===== src/rtl/lzssd_pkg.sv =====
// Shared types and constants for the LZSS window decoder.
// No dependencies.
package lzssd_pkg;

    localparam int unsigned WinAw = 11;
    localparam int unsigned RegW  = 31;

    typedef enum logic [1:0] {
        CMD_LOAD    = 2'd0,
        CMD_FETCH   = 2'd1,
        CMD_RESTART = 2'd2,
        CMD_NONE    = 2'd3
    } t_cmd;

    typedef enum logic [2:0] {
        ST_BYTE     = 3'd0,
        ST_LOADED   = 3'd1,
        ST_FULL     = 3'd2,
        ST_NEED     = 3'd3,
        ST_COMPLETE = 3'd4,
        ST_ENDED    = 3'd5,
        ST_RESTART  = 3'd6
    } t_status;

    typedef enum logic [2:0] {
        PH_TOKEN  = 3'd0,
        PH_EXTRA  = 3'd1,
        PH_LEN_A  = 3'd2,
        PH_LEN_B  = 3'd3,
        PH_NIBBLE = 3'd4,
        PH_COPY   = 3'd5
    } t_phase;

    typedef enum logic [2:0] {
        BS_IDLE,
        BS_CLEAR,
        BS_STEP,
        BS_RDWAIT,
        BS_RDDATA,
        BS_RESP
    } t_bstate;

    localparam logic [1:0] RegOutLen    = 2'd0;
    localparam logic [1:0] RegPackedLen = 2'd1;

    typedef struct packed {
        logic [7:0] data;
        t_status    status;
        logic       last;
    } t_resp;

endpackage


===== src/rtl/lzssd_front.sv =====
// Front end: takes requests, classifies them, and queues them for the back end.
// Depends on lzssd_pkg.
module lzssd_front #(
    parameter int unsigned QDEPTH = 2
) (
    input  logic                 i_clk,
    input  logic                 i_rst_n,
    input  logic                 s_axis_tvalid,
    output logic                 s_axis_tready,
    input  logic [1:0]           s_axis_tuser,   // command[1:0]
    input  logic [7:0]           s_axis_tdata,   // data_byte[7:0]
    output logic                 o_q_valid,
    input  logic                 i_q_pop,
    output lzssd_pkg::t_cmd      o_q_cmd,
    output logic [7:0]           o_q_byte
);
    import lzssd_pkg::*;

    localparam int unsigned QAW = (QDEPTH > 1) ? $clog2(QDEPTH) : 1;

    logic [9:0]     r_q [QDEPTH];
    logic [QAW-1:0] r_wp, r_rp;
    logic [QAW:0]   r_cnt;
    logic           w_push;
    t_cmd           w_cmd;

    assign w_cmd         = t_cmd'(s_axis_tuser);
    assign s_axis_tready = (r_cnt != QDEPTH[QAW:0]);
    // unused command code is dropped here and never reaches the back end
    assign w_push        = s_axis_tvalid && s_axis_tready && (w_cmd != CMD_NONE);
    assign o_q_valid     = (r_cnt != '0);
    assign o_q_cmd       = t_cmd'(r_q[r_rp][1:0]);
    assign o_q_byte      = r_q[r_rp][9:2];

    always_ff @(posedge i_clk) begin
        if (w_push) begin
            r_q[r_wp] <= {s_axis_tdata, s_axis_tuser};
        end
        if (!i_rst_n) begin
            r_wp  <= '0;
            r_rp  <= '0;
            r_cnt <= '0;
        end else begin
            if (w_push) begin
                r_wp <= (r_wp == QAW'(QDEPTH - 1)) ? '0 : r_wp + 1'b1;
            end
            if (i_q_pop) begin
                r_rp <= (r_rp == QAW'(QDEPTH - 1)) ? '0 : r_rp + 1'b1;
            end
            r_cnt <= r_cnt + (QAW+1)'(w_push) - (QAW+1)'(i_q_pop);
        end
    end
endmodule


===== config.mk =====
export PLATFORM = sky130hd
export DESIGN_NAME = lzssd_front
export DESIGN_NICKNAME = d
export VERILOG_FILES = /design/src/rtl/lzssd_pkg.sv /design/src/rtl/lzssd_front.sv
export SDC_FILE = /design/constraint.sdc
export NUM_CORES = 1
export LEC_CHECK = 0
export BUFFER_PORTS_ARGS = -buffer_cell sky130_fd_sc_hd__buf_2
export CORE_MARGIN = 2
export CORE_UTILIZATION = 30
export DETAILED_ROUTE_END_ITERATION = 7
export GPL_ROUTABILITY_DRIVEN = 0
export HOLD_SLACK_MARGIN = 0.08
export SYNTH_ARGS = -nofsm -noshare
export SYNTH_HDL_FRONTEND = slang
export SYNTH_SLANG_ARGS = --single-unit
export TNS_END_PERCENT = 10

===== constraint.sdc =====
create_clock -name i_clk -period 2.8 [get_ports i_clk]
set_input_delay 0.56 -clock i_clk [delete_from_list [all_inputs] [get_ports i_clk]]
set_output_delay 0.56 -clock i_clk [all_outputs]
set_load 0.02 [all_outputs]

**Yosys cells after proc, flatten, opt, wreduce, memory -nomap -nowiden**

Memory sizes are Yosys's and may differ from the RTL's. A register that Yosys moved wholly into a read port is not among the register bits.
Index checks and enable logic that the tools add are counted.

- Add/subtract/negate cells: 4
- Equality and inequality tests: 2
- Multiplexer cells: 6
- Reduce and logical (&&, ||, !) cells: 3

Operator list:

| kind | count |
|---|---|
| $mux 1 | 6 |
| $ne 2x2->1 const B | 2 |
| $add 1x1->1 const B | 2 |
| $add 2x1->2 | 1 |
| $logic_and 1x1->1 | 2 |
| $reduce_bool 2->1 | 1 |
| $sub 2x1->2 | 1 |

- Register bits: 4
- Memory bits (writable): 20
- Input bits: 14
- Output and inout bits: 12
- Logic and storage cells: 19
- Memories kept: 1

Memories:

| name | depth | width | rd ports | clocked after Yosys merged registers in | wr ports | line | source |
|---|---|---|---|---|---|---|---|
| r_q | 2 | 10 | 1 | 1 | 1 | lzssd_front.sv:21 | `logic [9:0] r_q [QDEPTH];` |

**Logic depth before layout (Yosys ltp)**

- Depth in word-level cells: 5
- Depth in mapped cells: 8
- Gate-level depth less buffers: 8

**Least setup slack after synthesis**

OpenSTA, ideal clock, no wires.

- Kind: input port to flip-flop
- From: input s_axis_tvalid
- To: register r_cnt[1]
- Library setup time: 121 ps
- Data arrival time: 1751 ps
- Required time: 2679 ps
- Path slack: 928 ps
- Stages: 7
- Path buffers: 0
- Path through: a21bo_1 > nand2b_2 > xnor2_1 > ha_1 > xnor2_1 > and2_1 > mux2_2

- Longest elaborated chain between the ends: 4

Ends and longest elaborated chain:

| what | line | source |
|---|---|---|
| start: declaration | lzssd_front.sv:8 | `input logic s_axis_tvalid,` |
| $logic_and 1x1->1 (2 in a row) | lzssd_front.sv:30 | `assign w_push = s_axis_tvalid && s_axis_tready && (w_cmd != CMD_NONE);` |
| $add 2x1->2 | lzssd_front.sv:50 | `r_cnt <= r_cnt + (QAW+1)'(w_push) - (QAW+1)'(i_q_pop);` |
| $sub 2x1->2 | lzssd_front.sv:50 |  |
| end signal: assignment | lzssd_front.sv:50 |  |
| end: declaration | lzssd_front.sv:23 | `logic [QAW:0] r_cnt;` |

Every way passes these cells.
A chain may end at the register's enable or synchronous reset.

==> summary.md <==
| Metric | Value |
|---|---|
| Number of max-cap violations | `0` |
| DP HPWL | `1.07 mm` |
| Max-slew violations | `0` |
| Endpoint, Worst Hold | `r_q[1][5]` |
| Top cell type's share of synthesized area | `0.619` |
| DIE WIDTH | `60.9 um` |
| Crit path capture type | `output pin` |
| Total number of vias | `541` |
| Reg-to-reg endpoint | `r_cnt[1]` |
| Yosys reg bits | `25` |
| Synth Area in Compound Gates | `0.0258` |
| Hold_buf cts | `0` |
| Postcts setup bufs | `0` |
| Seq/Total Area, Yosys | `0.722` |
| Antenna-violating nets left | `0` |
| Worst slew margin | `0.692` |
| TritonCTS clock tree | `built` |
| Critical Path AT | `1.49 ns` |
| Most common cell after layout, fill and taps aside | `buf_2` |
| Core Rows | `20` |
| TritonRoute pass-1 iters | `3` |
| Clock transition at path regs | `0.13 ns` |
| Mean Syn Cell Area | `16.5 um^2` |
| Syn Nets | `74` |
| Port bufs | `25` |
| Hold depth | `1` |
| Reg power frac | `0.579` |
| Largest cells by area after synthesis | `edfxtp_1 (62%), mux2_2 (13%), dfxtp_1 (10%)` |
| Fillers | `298` |
| Post-synthesis simple-gate area fraction | `0.0644` |
| DP Cell Count | `128` |
| Antenna diode count | `0` |
| Die Area | `3710 um^2` |
| Vias in the first global route | `537` |
| Post-layout nets | `104` |
| Max VDD drop | `0.000323 V` |
| RSZ-0062 raised after global routing | `no` |
| Min-Delay Path Class | `input pin to flop` |
| Initial Utilization | `0.315` |
| Placement Cell Area | `1150 um^2` |
| CP max FO | `10` |
| Leak | `0.000454 uW` |
| Setup TNS | `0 ns` |
| Residual DRC | `0` |
| Layout cells sized above 1 | `0.500` |
| Core area | `3080 um^2` |
| Hold Slack | `0.419 ns` |
| Worst Tran Pin Value | `0.462 ns` |
| GRT overflow | `0` |
| Cells after Synth | `59` |
| Cell accounting for the most synthesized area | `edfxtp_1` |
| Clk_skew | `0.00199 ns` |
| FF/Latch Area | `701 um^2` |
| Final wirelength | `1.45 mm` |
| Largest net degree at the start of global routing | `16` |
| Num CTS Buffers | `3` |
| Post-synthesis adder-cell area fraction | `0.0129` |
| Sw Pwr | `222 uW` |
| Total GRT Usage | `0.0861` |
| Library cells used by synthesis | `16` |
| Clock share of power | `0.196` |
| Post-Layout Cell Count | `132` |
| Mapped Area | `971 um^2` |
| Hold path start | `s_axis_tdata[3]` |
| R2R cell count | `8` |
| Initial antenna violation count | `0` |
| Synth Area in XOR/XNOR | `0.0271` |
| Max Root-Sink Buffers | `2` |
| Ports | `26` |
| Synth-to-Final Area Change | `21.9%` |
| Die Span Y | `60.9 um` |
| Clock root buffer | `clkbuf_4` |
| Via density | `4.10` |
| Final instance area | `1180 um^2` |
| Outcome | `finished clean` |
| Worst skew pair latency | `0.32 ns` |
| Period utilization | `0.732` |
| Yosys warns | `0` |
| Clock Sinks | `25` |
| Final hold viol count | `0` |
| Comb pwr share | `0.225` |
| Ys async rst share | `0` |
| Most frequent cells in the layout | `buf_2 (25), edfxtp_1 (20), mux2_2 (11)` |
| Switch share | `0.277` |
| Largest family of logic cells by synthesized area | `multiplexers` |
| Critical path launch point type | `flop` |
| FF-to-FF setup slack | `1.20 ns` |
| EDFF count, synth | `20` |
| Mux cell area share after synthesis | `0.128` |
| Achievable frequency | `488 MHz` |
| Iter 0 DRT Violations | `3` |
| CP Class | `flop to output pin` |
| Routed WL per cell | `11.0 um` |
| Cell internal pwr | `580 uW` |
| Finish-stage setup viols | `0` |
| Pwr dens | `678 nW/um^2` |
| Multi-input gate area | `250 um^2` |
| Top_reg_cell synth | `edfxtp_1` |
| First-pass GRT wire length | `2.25 mm` |
| Final Power | `802 uW` |
| Post_cts resized | `0` |
| H-tree levels | `1` |
| Final min period | `2.05 ns` |
| RR Startpoint | `r_cnt[1]` |
| Crit path required time | `2.24 ns` |
==> power groups by stage <==
stage          combinational [uW]  sequential, uW  clock (uW)
6_report                      181             464         157
5_1_grt                       199             468         176
4_1_cts                       184             465         167
3_5_place_dp                  183             474           0
3_3_place_gp                  181             472           0
2_1_floorplan                 134             464           0
==> critical path: stages, from the launching register on <==
cell and delay, ns:
dfxtp_1 0.63, mux2_2 0.39, buf_2 0.16
==> through the flow <==
stage | util | worst slack [ns]
after floorplan | - | 0.928
after global placement | 0.375 | 0.791
after detailed placement | 0.375 | 0.739
after CTS | 0.385 | 0.694
after global routing | 0.385 | 0.653
final | 0.385 | 0.749
==> state kept, by name, indices dropped and copies added, names as in the netlist, named ones only <==
signal and count:
r_wp 1, r_q 20, r_cnt 2, r_rp 1
==> cell families after synthesis <==
| group | after synthesis |
|---|---|
| AOI/OAI and AO/OA | 4 |
| xor gates and xnor gates | 3 |
| adders and majority gates | 1 |
| buffers and inverters | 5 |
| DFF | 25 |
| muxes | 11 |
| and+or+nand+nor | 10 |
==> synthesized netlist by cell type, types with 2 or more instances <==
master / instances
edfxtp_1: 20
mux2_2: 11
dfxtp_1: 5
inv_1: 4
nor2_1: 4
xnor2_1: 3
and2_1: 2
o21ai_0: 2
==> cell type report <==
type	count	share of cell area
Tap cell	44	0.0465
Timing Repair Buffer	26	0.112
Clock inverter	1	0.00634
Sequential cell	25	0.592
Clock buffer	3	0.0190
Multi-Input combinational cell	29	0.211
Inverter	4	0.0127
==> per-layer routing <==
layer  share of wire  vias up  track usage
met5               0        -            0
met3           0.085        3       0.0405
met2            0.47       22        0.149
met4           0.011        0       0.0280
li1                -      270            -
met1            0.43      246       0.0930
==> worst max-delay path by stage <==
stage                          from  slack [ns]           to  cells after the start
floorplan             s_axis_tvalid        0.93     r_cnt[1]                      7
global placement    s_axis_tuser[0]        0.79     r_cnt[1]                      8
detailed placement  s_axis_tuser[0]        0.74     r_cnt[1]                      8
CTS                            flop        0.69   o_q_cmd[0]                      2
global route                   flop        0.65   o_q_cmd[1]                      2
finish                         flop        0.75  o_q_byte[4]                      2
No activity file was read; power rests on OpenSTA's default activity.
